**config.mk**
```make
export PLATFORM = sky130hd
export DESIGN_NAME = debounced_button_stopwatch
export DESIGN_NICKNAME = d
export VERILOG_FILES = /design/src/rtl/dbsw_pkg.sv /design/src/rtl/debounced_button_stopwatch.sv /design/src/rtl/dbsw_step.sv
export SDC_FILE = /design/constraint.sdc
export NUM_CORES = 1
export LEC_CHECK = 0
export ABC_CLOCK_PERIOD_IN_PS = 12590
export BUFFER_PORTS_ARGS = -buffer_cell sky130_fd_sc_hd__buf_4
export CAP_MARGIN = 20
export CORE_AREA = 3 3 137 139
export DETAILED_ROUTE_END_ITERATION = 10
export DIE_AREA = 0 0 140 142
export MAX_ROUTING_LAYER = met4
export PLACE_DENSITY = 0.62
export SLEW_MARGIN = 0
export SYNTH_ARGS = -nofsm -noshare
export SYNTH_HDL_FRONTEND = slang
export SYNTH_SLANG_ARGS = --single-unit
```
**constraint.sdc**
```tcl
create_clock -name clk -period 12.59 [get_ports clk]
set_input_delay 1.259 -clock clk [delete_from_list [all_inputs] [get_ports clk]]
set_output_delay 1.259 -clock clk [all_outputs]
set_load 0.005 [all_outputs]
```
**src/rtl/dbsw_pkg.sv**
```systemverilog
// Shared types, codes and helpers for the debounced button stopwatch.
// Used by dbsw_step and debounced_button_stopwatch; no dependencies.
package dbsw_pkg;

	localparam logic [1:0] MODE_RESET = 2'd0;
	localparam logic [1:0] MODE_RUN   = 2'd1;
	localparam logic [1:0] MODE_STOP  = 2'd2;

	localparam logic [1:0] PH_IDLE  = 2'd0;
	localparam logic [1:0] PH_FINAL = 2'd1;
	localparam logic [1:0] PH_FIRST = 2'd2;
	localparam logic [1:0] PH_GAP   = 2'd3;

	localparam logic [2:0] REG_DEBOUNCE = 3'd0;
	localparam logic [2:0] REG_INTERVAL = 3'd1;
	localparam logic [2:0] REG_SS_CHIRP = 3'd2;
	localparam logic [2:0] REG_RS_CHIRP = 3'd3;
	localparam logic [2:0] REG_RS_GAP   = 3'd4;

	localparam logic [7:0] DEF_DEBOUNCE = 8'd50;
	localparam logic [7:0] DEF_INTERVAL = 8'd30;
	localparam logic [7:0] DEF_SS_CHIRP = 8'd60;
	localparam logic [7:0] DEF_RS_CHIRP = 8'd15;
	localparam logic [7:0] DEF_RS_GAP   = 8'd120;

	localparam logic [7:0] SAT_MAX   = 8'd255;
	localparam logic [3:0] MS_LAST   = 4'd9;
	localparam logic [6:0] DIGIT_TOP = 7'd99;

	typedef struct packed {
		logic [7:0] debounce;
		logic [7:0] interval;
		logic [7:0] ss_chirp;
		logic [7:0] rs_chirp;
		logic [7:0] rs_gap;
	} cfg_t;

	typedef struct packed {
		logic [1:0] mode;
		logic [3:0] ms_unit;
		logic [6:0] hund;
		logic [6:0] secs;
		logic [7:0] since_refresh;
		logic       prev_level;
		logic [7:0] stable_ms;
		logic       press_taken;
		logic [6:0] shown_secs;
		logic [6:0] shown_hund;
		logic [7:0] chirp_left;
		logic [1:0] chirp_phase;
	} state_t;

	typedef struct packed {
		logic [1:0] run_mode;
		logic       buzzer_on;
		logic       show_now;
		logic [6:0] seconds_shown;
		logic [6:0] hundredths_shown;
	} result_t;

	typedef struct packed {
		logic [1:0] phase;
		logic [7:0] left;
	} chirp_t;

	// Enter a chirp phase, skipping phases of zero length.
	function automatic chirp_t enter_phase(input logic [1:0] ph, input logic [7:0] rs_chirp,
		input logic [7:0] rs_gap);
		chirp_t c;
		c = '{phase: PH_IDLE, left: 8'd0};
		case (ph)
			PH_FIRST: begin
				if (rs_chirp != 8'd0)
					c = '{phase: PH_FIRST, left: rs_chirp};
				else if (rs_gap != 8'd0)
					c = '{phase: PH_GAP, left: rs_gap};
			end
			PH_GAP: begin
				if (rs_gap != 8'd0)
					c = '{phase: PH_GAP, left: rs_gap};
				else if (rs_chirp != 8'd0)
					c = '{phase: PH_FINAL, left: rs_chirp};
			end
			PH_FINAL: begin
				if (rs_chirp != 8'd0)
					c = '{phase: PH_FINAL, left: rs_chirp};
			end
			default: c = '{phase: PH_IDLE, left: 8'd0};
		endcase
		return c;
	endfunction

endpackage

```
**src/rtl/debounced_button_stopwatch.sv**
```systemverilog
// Debounced single-button stopwatch: top level with input and result registers.
// Depends on dbsw_pkg and dbsw_step.
// Flow: a beat accepted into s1 moves its result into s2 once s2 is empty or not stalled.
// Throughput: one beat per cycle while out_stall is low; the tick logic runs once per beat moving s1 -> s2.
// The s1 register takes a new beat while a stalled result waits in s2, provided s1 is empty.
// Reset: asynchronous; state clears (prev_level to 1), registers return to 50/30/60/15/120 ms.
module debounced_button_stopwatch (
	input  logic       clk,
	input  logic       arst_n,
	input  logic       in_valid,
	output logic       in_stall,
	input  logic       button_level,
	output logic       out_valid,
	input  logic       out_stall,
	output logic [1:0] run_mode,
	output logic       buzzer_on,
	output logic       show_now,
	output logic [6:0] seconds_shown,
	output logic [6:0] hundredths_shown,
	input  logic       cfg_wr_en,
	input  logic [2:0] cfg_index,
	input  logic [7:0] cfg_data
);

	dbsw_pkg::cfg_t    cfg_q;
	dbsw_pkg::state_t  state_q;
	dbsw_pkg::state_t  state_nxt;
	dbsw_pkg::result_t res_nxt;
	dbsw_pkg::result_t res_s2;
	logic valid_s1;
	logic level_s1;
	logic valid_s2;
	logic advance;

	assign advance  = valid_s1 && (!valid_s2 || !out_stall);
	assign in_stall = valid_s1 && !advance;

	dbsw_step u_step (
		.cur   (state_q),
		.level (level_s1),
		.cfg   (cfg_q),
		.nxt   (state_nxt),
		.res   (res_nxt)
	);

	always_ff @(posedge clk or negedge arst_n) begin
		if (!arst_n) begin
			cfg_q <= '{debounce: dbsw_pkg::DEF_DEBOUNCE, interval: dbsw_pkg::DEF_INTERVAL,
				ss_chirp: dbsw_pkg::DEF_SS_CHIRP, rs_chirp: dbsw_pkg::DEF_RS_CHIRP,
				rs_gap: dbsw_pkg::DEF_RS_GAP};
		end else if (cfg_wr_en) begin
			unique case (cfg_index)
				dbsw_pkg::REG_DEBOUNCE: cfg_q.debounce <= cfg_data;
				dbsw_pkg::REG_INTERVAL: cfg_q.interval <= cfg_data;
				dbsw_pkg::REG_SS_CHIRP: cfg_q.ss_chirp <= cfg_data;
				dbsw_pkg::REG_RS_CHIRP: cfg_q.rs_chirp <= cfg_data;
				dbsw_pkg::REG_RS_GAP:   cfg_q.rs_gap   <= cfg_data;
				default: ;
			endcase
		end
	end

	always_ff @(posedge clk or negedge arst_n) begin
		if (!arst_n) begin
			state_q <= '{mode: dbsw_pkg::MODE_RESET, ms_unit: 4'd0, hund: 7'd0, secs: 7'd0,
				since_refresh: 8'd0, prev_level: 1'b1, stable_ms: 8'd0, press_taken: 1'b0,
				shown_secs: 7'd0, shown_hund: 7'd0, chirp_left: 8'd0,
				chirp_phase: dbsw_pkg::PH_IDLE};
			valid_s1 <= 1'b0;
			valid_s2 <= 1'b0;
		end else begin
			if (in_valid && !in_stall)
				valid_s1 <= 1'b1;
			else if (advance)
				valid_s1 <= 1'b0;
			if (advance) begin
				state_q  <= state_nxt;
				valid_s2 <= 1'b1;
			end else if (!out_stall) begin
				valid_s2 <= 1'b0;
			end
		end
	end

	always_ff @(posedge clk) begin
		if (in_valid && !in_stall)
			level_s1 <= button_level;
		if (advance)
			res_s2 <= res_nxt;
	end

	assign out_valid        = valid_s2;
	assign run_mode         = res_s2.run_mode;
	assign buzzer_on        = res_s2.buzzer_on;
	assign show_now         = res_s2.show_now;
	assign seconds_shown    = res_s2.seconds_shown;
	assign hundredths_shown = res_s2.hundredths_shown;

	a_state_hold: assert property (@(posedge clk) disable iff (!arst_n)
		!advance |=> $stable(state_q))
		else $error("state changed without a beat");

	a_chirp_len: assert property (@(posedge clk) disable iff (!arst_n)
		state_q.chirp_phase != dbsw_pkg::PH_IDLE |-> state_q.chirp_left != 8'd0)
		else $error("active chirp phase with zero length left");

	a_reset_zero: assert property (@(posedge clk) disable iff (!arst_n)
		valid_s2 && res_s2.show_now && res_s2.run_mode == dbsw_pkg::MODE_RESET
		|-> res_s2.seconds_shown == 7'd0 && res_s2.hundredths_shown == 7'd0)
		else $error("reset refresh with nonzero digits");

	a_digits: assert property (@(posedge clk) disable iff (!arst_n)
		valid_s2 |-> res_s2.seconds_shown <= dbsw_pkg::DIGIT_TOP
		&& res_s2.hundredths_shown <= dbsw_pkg::DIGIT_TOP)
		else $error("display digit out of range");

	a_stall_full: assert property (@(posedge clk) disable iff (!arst_n)
		in_stall |-> valid_s1 && valid_s2 && out_stall)
		else $error("input stalled with room in the pipeline");

endmodule

```
**src/rtl/dbsw_step.sv**
```systemverilog
// One millisecond tick of the stopwatch: next state and result from current state.
// Depends on dbsw_pkg.
module dbsw_step (
	input  dbsw_pkg::state_t  cur,
	input  logic              level,
	input  dbsw_pkg::cfg_t    cfg,
	output dbsw_pkg::state_t  nxt,
	output dbsw_pkg::result_t res
);

	always_comb begin
		dbsw_pkg::state_t s;
		dbsw_pkg::chirp_t c;
		logic fire;
		logic played;
		logic buzz;
		logic show;
		logic [1:0] next_ph;

		s      = cur;
		c      = '{phase: dbsw_pkg::PH_IDLE, left: 8'd0};
		played = 1'b0;
		buzz   = 1'b0;
		show   = 1'b0;
		fire   = 1'b0;
		next_ph = dbsw_pkg::PH_IDLE;

		// time base: ms digit, hundredths, seconds; wraps at 100 s
		if (s.mode == dbsw_pkg::MODE_RUN) begin
			if (s.ms_unit == dbsw_pkg::MS_LAST) begin
				s.ms_unit = 4'd0;
				if (s.hund == dbsw_pkg::DIGIT_TOP) begin
					s.hund = 7'd0;
					s.secs = (s.secs == dbsw_pkg::DIGIT_TOP) ? 7'd0 : s.secs + 7'd1;
				end else begin
					s.hund = s.hund + 7'd1;
				end
			end else begin
				s.ms_unit = s.ms_unit + 4'd1;
			end
		end
		if (s.since_refresh != dbsw_pkg::SAT_MAX)
			s.since_refresh = s.since_refresh + 8'd1;

		if (s.chirp_phase == dbsw_pkg::PH_IDLE) begin
			if (level != s.prev_level)
				s.stable_ms = 8'd0;
			else if (s.stable_ms != dbsw_pkg::SAT_MAX)
				s.stable_ms = s.stable_ms + 8'd1;
			s.prev_level = level;
			fire = (s.stable_ms > cfg.debounce) || (s.stable_ms == dbsw_pkg::SAT_MAX);
			if (fire) begin
				if (!level && !s.press_taken) begin
					s.press_taken = 1'b1;
					unique case (s.mode)
						dbsw_pkg::MODE_RESET: begin
							s.ms_unit = 4'd0;
							s.hund    = 7'd0;
							s.secs    = 7'd0;
							s.mode    = dbsw_pkg::MODE_RUN;
							s.chirp_phase = (cfg.ss_chirp != 8'd0) ? dbsw_pkg::PH_FINAL
								: dbsw_pkg::PH_IDLE;
							s.chirp_left  = cfg.ss_chirp;
						end
						dbsw_pkg::MODE_RUN: begin
							s.mode = dbsw_pkg::MODE_STOP;
							s.chirp_phase = (cfg.ss_chirp != 8'd0) ? dbsw_pkg::PH_FINAL
								: dbsw_pkg::PH_IDLE;
							s.chirp_left  = cfg.ss_chirp;
						end
						default: begin
							s.ms_unit    = 4'd0;
							s.hund       = 7'd0;
							s.secs       = 7'd0;
							s.mode       = dbsw_pkg::MODE_RESET;
							s.shown_secs = 7'd0;
							s.shown_hund = 7'd0;
							show         = 1'b1;
							c = dbsw_pkg::enter_phase(dbsw_pkg::PH_FIRST, cfg.rs_chirp,
								cfg.rs_gap);
							s.chirp_phase = c.phase;
							s.chirp_left  = c.left;
						end
					endcase
				end else if (level) begin
					s.press_taken = 1'b0;
				end
			end
		end else if (s.stable_ms != dbsw_pkg::SAT_MAX) begin
			s.stable_ms = s.stable_ms + 8'd1;
		end

		if (s.chirp_phase != dbsw_pkg::PH_IDLE) begin
			played = 1'b1;
			buzz = (s.chirp_phase == dbsw_pkg::PH_FINAL) || (s.chirp_phase == dbsw_pkg::PH_FIRST);
			if (s.chirp_left != 8'd0)
				s.chirp_left = s.chirp_left - 8'd1;
			if (s.chirp_left == 8'd0) begin
				unique case (s.chirp_phase)
					dbsw_pkg::PH_FIRST: next_ph = dbsw_pkg::PH_GAP;
					dbsw_pkg::PH_GAP:   next_ph = dbsw_pkg::PH_FINAL;
					default:            next_ph = dbsw_pkg::PH_IDLE;
				endcase
				c = dbsw_pkg::enter_phase(next_ph, cfg.rs_chirp, cfg.rs_gap);
				s.chirp_phase = c.phase;
				s.chirp_left  = c.left;
			end
		end

		if (s.mode == dbsw_pkg::MODE_RUN && !played && s.since_refresh >= cfg.interval) begin
			s.since_refresh = 8'd0;
			if (s.secs != s.shown_secs || s.hund != s.shown_hund) begin
				s.shown_secs = s.secs;
				s.shown_hund = s.hund;
				show = 1'b1;
			end
		end

		nxt = s;
		res.run_mode         = s.mode;
		res.buzzer_on        = buzz;
		res.show_now         = show;
		res.seconds_shown    = s.shown_secs;
		res.hundredths_shown = s.shown_hund;
	end

endmodule
```
==> reports/results.ini, run 1 <==
[global_routing]
grt-ovfl-total = 0
grt_max_degree = 62
grt_pass1_wl_um = 33800
grt_use_total_pct = 21.7
grt_pass1_vias = 6349
antenna_found_initial = 0

[synthesis]
synthMuxAreaShare_pct = 5.84
synth-seq-area-share_pct = 40.7
ys.warnings.count = 0
synth-compound-area-share_pct = 21.8
syn_area_um2 = 7860
ys_seq_elements = 123
syn_nets = 912
async_flop_share_pct = 84.6
synthDistinctLibCells = 81
ys.flop_type = dfrtp_1
synth_top_family_by_area = compound AO/OA/AOI/OAI gates
avgSynthCellArea_um2 = 9.03
syn_inst = 871
synth-xor-area-share_pct = 3.55
synth-edff-count = 19
synth-simple-area-share_pct = 19.8
synth_fa_ha_area_share_pct = 3.82

[sta]
fin_skew_ns = 0.00776
setup_viol_count_final = 0
rsz0062_at_grt = no
slew_violations = 0
maxSlewHeadroom_pct = 31.9
setup_tns_ns = 0
tightest_slew_ns = 1.02
max_freq_ghz = 0.165
min_period_over_period_pct = 48.1
hold_violations = 0
period_needed_ns = 6.05

[power]
p_per_area_nw_per_um2 = 162
p_total_mw = 1.44
ir_drop_mv = 0.122
p_leak_nw = 3.55

[die]
fp.coreArea_um2 = 17800
chipWidth_um = 140
die_h_um = 142
row_count = 49
io_pins = 37
initial_core_util_pct = 44.2
die-area_um2 = 19900

[clocking]
cts_max_level = 4
cts_tree = built
cts_sinks = 123
clk_latency_ns = 0.42
max-clock-path-buffers = 2
numCtsBuffers = 17
cts_root_buf = clkbuf_16
cts-resized-gates = 0
clk_pin_slew_ns = 0.06
post_cts_buffers = 0
holdBufCountCts = 0

[worst_setup_path]
crit_fanout = 35
reg2reg_depth = 23
path_class = reg2reg
arrival_ns = 6.32
start_kind = register
r2r_slack_ns = 6.54
worstPathRequired_ns = 12.86
rr_endpoint = state_q[0]
end_kind = register
r2r_start = state_q[25]

[hold_path]
hp-class = reg2reg
worstHoldStart = valid_s1
hold_depth = 1
holdPathEnd = out_valid

[drt]
drtIter0Drc = 509
first_pass_iters = 6
via_per_inst = 5.90
wirelength_um = 20600
vias = 6680
drc = 0
wl_per_cell_um = 18.2
ant_nets = 0

[place]
hpwl_um = 14100
io_buffers = 36
gp_congestion = 0.907

[status]
status = finished clean

[cells_and_area]
final_nets = 932
final_cell_mix = nand2_1 (118), dfrtp_1 (84), o21ai_0 (64)
area_growth_pct = 13.1
final_common_cell = nand2_1
antenna_cells = 0
drive_gt1_share_pct = 16.6

[flow_run]
max-cap-violations = 0

worst max-delay path by stage:
stage / to / slack (ns) / from / depth (start not counted)
after floorplan: state_q[0] / 6.84 / state_q[25] / 29
after global placement: seconds_shown[1] / 6.70 / state_q[25] / 19
after detailed placement: seconds_shown[1] / 6.57 / state_q[25] / 19
after CTS: seconds_shown[1] / 6.52 / state_q[25] / 19
after global routing: state_q[6] / 5.88 / state_q[25] / 23
final: state_q[0] / 6.54 / state_q[25] / 23
synthesized netlist by cell type (6+ instances only):
| cell | number | area share [%] |
|---|---|---|
| a21boi_0 | 6 | 0.57 |
| a21o_1 | 9 | 0.86 |
| a21oi_1 | 41 | 2.6 |
| a22o_1 | 11 | 1.2 |
| a311oi_1 | 7 | 0.78 |
| a31oi_1 | 18 | 1.4 |
| and2_1 | 9 | 0.72 |
| and3_1 | 13 | 1.0 |
| buf_2 | 6 | 0.38 |
| clkbuf_1 | 30 | 1.4 |
| dfrtp_1 | 84 | 27 |
| dfstp_2 | 20 | 6.7 |
| edfxtp_1 | 19 | 7.3 |
| ha_1 | 24 | 3.8 |
| inv_1 | 38 | 1.8 |
| mux2_2 | 31 | 4.4 |
| mux2i_1 | 11 | 1.4 |
| nand2_1 | 118 | 5.6 |
| nand2b_1 | 9 | 0.72 |
| nand3_1 | 24 | 1.5 |
| nand4_1 | 6 | 0.48 |
| nor2_1 | 57 | 2.7 |
| nor2b_1 | 12 | 0.95 |
| nor3_1 | 21 | 1.3 |
| nor4_1 | 12 | 0.95 |
| o21ai_0 | 64 | 4.1 |
| o22ai_1 | 14 | 1.1 |
| o2bb2ai_1 | 14 | 1.6 |
| o31ai_1 | 10 | 0.95 |
| xnor2_1 | 22 | 2.5 |
| xor2_1 | 8 | 0.89 |
state kept, by name, indices dropped and copies added, names as in the netlist:
| register | count |
|---|---|
| level_s1 | 1 |
| seconds_shown | 7 |
| out_valid | 1 |
| show_now | 1 |
| hundredths_shown | 7 |
| valid_s1 | 1 |
| cfg_q | 40 |
| buzzer_on | 1 |
| state_q | 62 |
| run_mode | 2 |
critical path, stage by stage (launching register included):
cell and delay (ns):
dfrtp_1 0.47, ha_1 0.32, and2_1 0.34, and3_1 0.31, mux2i_1 0.21, nor2_1 0.06
ha_1 0.30, nor2b_1 0.15, o211a_1 0.21, nor3_1 0.13, o211ai_1 0.13, and3_1 0.22
a21oi_2 0.13, buf_4 0.37, nor2_1 0.09, a21oi_1 0.30, ha_1 0.31, nor4b_1 0.46
nor4b_1 0.28, a31oi_1 0.11, a31oi_1 0.27, nor3b_4 0.41, mux2i_1 0.23, a21oi_1 0.08
through the flow:
stage	instance area (µm²)	setup slack, ns	utilization, %	instances	hold slack [ns]
2_1_floorplan	7860	6.84	-	871	0.456
3_3_place_gp	8280	6.70	46.6	1099	0.470
3_5_place_dp	8280	6.57	46.6	1099	0.484
4_1_cts	8880	6.52	49.9	1131	0.497
5_1_grt	8890	5.88	50.0	1133	0.504
6_report	8890	6.54	50.0	1133	0.489
area by class of cell:
class / count / area (µm²)
clock inverters: 15 / 173
repair buffers: 47 / 350
inverters: 39 / 146
multi-input cells: 663 / 4310
flip-flops and latches: 123 / 3200
fillers: 1681 / 8890
well taps: 229 / 287
clock buffers: 17 / 425
report_power, final:
group / switching (mW) / internal [mW] / leakage, nW
sequential: 0.0778 / 0.479 / 1.47
combinational: 0.217 / 0.163 / 1.79
clock: 0.190 / 0.311 / 0.289
layer usage:
metal / routed length (µm) / GRT usage (%) / vias up
li1: - / - / 3246
met1: 9700 / 29.4 / 3229
met2: 9640 / 33.5 / 179
met3: 898 / 3.83 / 26
met4: 369 / 7.04 / 0
met5: 0 / - / -
cell families after synthesis:
family / count (synthesis)
AOI/OAI and AO/OA: 252
xor gates and xnor gates: 31
adders and majority gates: 24
buffers and inverters: 85
DFF: 123
muxes: 42
and+or+nand+nor: 314
No activity file was read; power rests on OpenSTA's default activity.
==> run 2, diff against run 1 <==
Settings changed: ABC_AREA from default to 1, ABC_CLOCK_PERIOD_IN_PS 12590 to 5700, CORE_AREA 3 3 137 139 to 3 3 133 135, DIE_AREA 0 0 140 142 to 0 0 136 138.
Clock period 12.59 ns to 5.7 ns, I/O delays scaled along.
==> reports/results.ini, run 2 <==
[synthesis]
ys_seq_elements = 123
syn_area_um2 = 7380
ys.flop_type = dfrtp_1
synth_common_cells = nand2_1 (282), inv_1 (128), o21ai_0 (86), dfrtp_1 (84), nor2_1 (67)
yosysTopAreaCellShare_pct = 28.5
avgSynthCellArea_um2 = 7.54
synthDistinctLibCells = 49
synth-seq-area-share_pct = 43.3
ys.warnings.count = 0
synthTopCellsByArea = dfrtp_1 (28%), nand2_1 (14%), edfxtp_1 (7.7%)
synth-edff-count = 19
syn_inst = 978
syn_nets = 1019
synth_top_area_cell = dfrtp_1
synth.most_common_cell = nand2_1
async_flop_share_pct = 84.6

[sta]
setup_viol_count_final = 0
fin_skew_ns = 0.0110
min_period_over_period_pct = 86.9
setup_tns_ns = 0
timing.hold.ws_ns = 0.213
maxSlewHeadroom_pct = 31.6
period_needed_ns = 4.95
worst_slack_ns = 0.745
max_freq_ghz = 0.202
tightest_slew_ns = 1.02
hold_violations = 0
rsz0062_at_grt = no
slew_violations = 0

[power]
p_clk_share_pct = 28.9
pwr-share-comb_pct = 35.6
p_per_area_nw_per_um2 = 433
seqPwrFrac_pct = 35.5
p_int_mw = 2.23
p_total_mw = 3.64
ir_drop_mv = 0.287
power.net_switching_mw = 1.41
p_leak_nw = 3.99
switching_share_pct = 38.7

[flow_run]
max-cap-violations = 0

[clocking]
cts_tree = built
max-clock-path-buffers = 2
cts_root_buf = clkbuf_16
clk_latency_ns = 0.42
holdBufCountCts = 0
cts_sinks = 123
cts_max_level = 4
post_cts_buffers = 0
numCtsBuffers = 17
cts-resized-gates = 0
clk_pin_slew_ns = 0.06

[worst_setup_path]
arrival_ns = 5.31
rr_endpoint = state_q[12]
crit_top_cell = nand2_1
end_kind = register
slowest_stage = ha_1
r2r_slack_ns = 0.75
r2r_start = state_q[25]
crit_path_max_incr_delay_ns = 0.59
crit_cells = 29
critPathCapture = state_q[12]
worstPathRequired_ns = 6.06
path_class = reg2reg
reg2reg_depth = 29
critPathTopFamily = simple AND/OR/NAND/NOR gates
startpoint = state_q[25]
start_kind = register
crit_fanout = 19
cp_num_buf_inv = 4

[cells_and_area]
reg_top3 = state_q (62), cfg_q (40)
final_nets = 1050
antenna_cells = 0
largest_reg_flops = 62
final_cell_mix = nand2_1 (282), inv_1 (128), o21ai_0 (86)
fin_cells = 1242
fill_cells = 1681
area_growth_pct = 14.0
drive_gt1_share_pct = 12.0
final_common_cell = nand2_1
utilization_pct = 50.7
largest_register = state_q
stdcell_area_um2 = 8410

[hold_path]
hp-class = in2async

[global_routing]
grt_max_degree = 91
grt_pass1_vias = 5958
globalRouteMet1Util_pct = 27.7
grtUsageMet2_pct = 30.3
met3_usage_pct = 3.85
grt-ovfl-total = 0
grt_use_total_pct = 20.1
grt_pass1_wl_um = 29700
antenna_found_initial = 0
gr-max-usage-layer = met2

[drt]
via_per_inst = 5.14
ant_nets = 0
drtIter0Drc = 552
wl_per_cell_um = 14.1
drc = 0
first_pass_iters = 5
vias = 6386
wirelength_um = 17500

[place]
place_inst = 1210
dpl_cell_area_um2 = 7830
io_buffers = 36
hpwl_um = 12600
gp_congestion = 0.922
pre_cts_slack_ns = 0.756

[die]
fp.coreArea_um2 = 16600
die_h_um = 138
io_pins = 37
chipWidth_um = 136
die-area_um2 = 18800
initial_core_util_pct = 44.5
row_count = 47

[status]
status = finished clean

[run 2: cell types whose count changed in the layout (fill, tap and decap cells not counted), moves of 22 or more]
cell,delta
nand4_1,+28
mux2_2,-31
a21oi_1,-22
nand3_1,+33
inv_1,+91
nand2_1,+164
o21ai_0,+22
[run 2: worst min-delay path by stage]
stage,endpoint,slack (ns),depth (start not counted)
detailed placement,state_q[14],0.47,2
global route,state_q[19],0.26,1
CTS,state_q[19],0.24,1
global placement,state_q[11],0.47,2
finish,state_q[19],0.21,1
floorplan,cfg_q[0],0.27,0
[run 2: cells by family (layout without fill, tap and decap cells)]
group	count (synthesis)	after routing	synth area share [%]
buf+inv	164	208	8.83
xor+xnor	24	24	2.95
flops	123	123	43.3
compound gates	166	166	12.6
fa+ha+maj	24	24	4.07
mux	1	1	0.136
simple gates	476	476	28.1
[run 2: area by class of cell]
cell class	count	area, µm²	share of cell area, %
timing repair buffer	42	315	3.75
clock inverter	11	91.3	1.09
tap	220	275	3.27
multi-input combinational	691	3540	42.0
sequential	123	3200	38.0
inverter	134	503	5.98
clock buffer	21	493	5.86
[run 2: power groups by stage]
stage               combinational (mW)  sequential, mW  clock [mW]
floorplan                         1.00            1.25           0
global placement                  1.28            1.30           0
detailed placement                1.30            1.30           0
CTS                               1.30            1.29        1.07
global route                      1.49            1.32        1.12
finish                            1.30            1.29        1.05
[run 2: metal layers]
metal | wire (µm) | vias up
li1 | - | 3282
met1 | 8560 | 2938
met2 | 7920 | 142
met3 | 763 | 24
met4 | 286 | 0
met5 | 0 | -
==> run 3, diff against run 2 <==
Settings changed: CAP_MARGIN 20 to default, GPL_TIMING_DRIVEN from default to 0.
==> reports/results.ini, run 3 (synthesis gave the netlist of run 2 again) <==
[sta]
setup_viol_count_final = 0
worst_slack_ns = 0.634
tightest_slew_ns = 0.679
min_period_over_period_pct = 88.9
period_needed_ns = 5.07
maxSlewHeadroom_pct = 54.8
setup_tns_ns = 0
rsz0062_at_grt = no
fin_skew_ns = 0.00840
slew_violations = 0
max_freq_ghz = 0.197
hold_violations = 0
timing.hold.ws_ns = 0.321

[flow_run]
max-cap-violations = 0

[worst_setup_path]
r2r_start = state_q[25]
end_kind = register
startpoint = state_q[25]
start_kind = register
worstPathRequired_ns = 5.85
arrival_ns = 5.21
crit_path_max_incr_delay_ns = 0.42
crit_fanout = 10
crit_top_cell = nand2_1
slowest_stage = dfrtp_1
path_class = reg2reg

[clocking]
clk_latency_ns = 0.42
clk_pin_slew_ns = 0.06
cts_max_level = 4
cts_tree = built
max-clock-path-buffers = 2
cts-resized-gates = 0
cts_root_buf = clkbuf_16
cts_sinks = 123
numCtsBuffers = 17

[drt]
drc = 0
first_pass_iters = 5
drtIter0Drc = 400
ant_nets = 0
wirelength_um = 19200
via_per_inst = 5.16
wl_per_cell_um = 15.2
vias = 6537

[global_routing]
antenna_found_initial = 0
grt-ovfl-total = 0
grt_pass1_vias = 6121
grt_max_degree = 105
grt_pass1_wl_um = 31500
grt_use_total_pct = 21.7

[die]
row_count = 47
initial_core_util_pct = 44.5
fp.coreArea_um2 = 16600
io_pins = 37
die-area_um2 = 18800
die_h_um = 138
chipWidth_um = 136

[cells_and_area]
antenna_cells = 0
drive_gt1_share_pct = 12.0
final_nets = 1076
fill_cells = 1645
reg_top3 = state_q (62), cfg_q (40)
fin_cells = 1268
multi_input_area_um2 = 3530
largest_reg_flops = 62
largest_register = state_q
final_common_cell = nand2_1
final_cell_mix = nand2_1 (282), inv_1 (128), o21ai_0 (86)
seq_area_um2 = 3200
stdcell_area_um2 = 8570
area_growth_pct = 16.2

[place]
io_buffers = 36
place_inst = 1234
hpwl_um = 13800
dpl_cell_area_um2 = 7930
gp_congestion = 0.874
pre_cts_slack_ns = 0.629

[power]
ir_drop_mv = 0.281
p_leak_nw = 4.07
p_per_area_nw_per_um2 = 440

[hold_path]
hp-class = in2reg
worstHoldStart = button_level

[status]
status = finished clean

==> run 3: metrics by stage <==
step / utilization [%] / total power, mW
after floorplan: - / 2.25
after global placement: 47.8 / 2.62
after detailed placement: 47.8 / 2.65
after CTS: 51.5 / 3.77
after global routing: 51.7 / 4.05
final: 51.7 / 3.77
==> run 3: critical path: cells and delay by family (launching register included) <==
family | cells | cell delay (ns)
AOI/OAI and AO/OA | 4 | 0.92
xor gates and xnor gates | 1 | 0.19
adders and majority gates | 3 | 0.73
buffers and inverters | 6 | 0.88
DFF | 1 | 0.42
and+or+nand+nor | 15 | 1.64
==> run 3: what timing repair did <==
action / 4_1_cts / 5_1_grt
endpoints found under the hold margin: 0 / 18
setup buffers: 0 / 0
hold buffers: 0 / 1
==> run 3: metal layers <==
layer	share of wire (%)	GRT usage, %	up-vias
met2	47	33.4	151
met4	1.6	6.58	0
met5	0	-	-
met1	48	29.8	3036
met3	3.8	3.38	27
li1	-	-	3323
==> run 3: final timing paths <==
check | to | slack, ns | cells after the start
hold reg to reg | state_q[2] | 0.48 | 2
max in group asynchronous | cfg_q[3] | 4.43 | 3
min in group asynchronous | state_q[22] | 0.55 | 2
setup / recovery | seconds_shown[1] | 0.63 | 29
hold / removal | level_s1 | 0.32 | 1
setup reg to reg | seconds_shown[1] | 0.63 | 29
==> run 3: power breakdown <==
group          leakage [nW]  internal (mW)  switching (mW)
Combinational          2.28          0.475           0.901
Sequential             1.49           1.12           0.162
Clock                 0.303          0.732           0.382
Total                  4.07           2.33            1.44
==> run 3: area by class of cell <==
| cell class | count | share of cell area, % |
|---|---|---|
| tap | 220 | 3.21 |
| sequential | 123 | 37.3 |
| inverter | 134 | 5.87 |
| clock buffer | 24 | 5.75 |
| timing repair buffer | 38 | 3.63 |
| multi-input combinational | 691 | 41.1 |
| buffer | 30 | 1.75 |
| clock inverter | 8 | 1.34 |
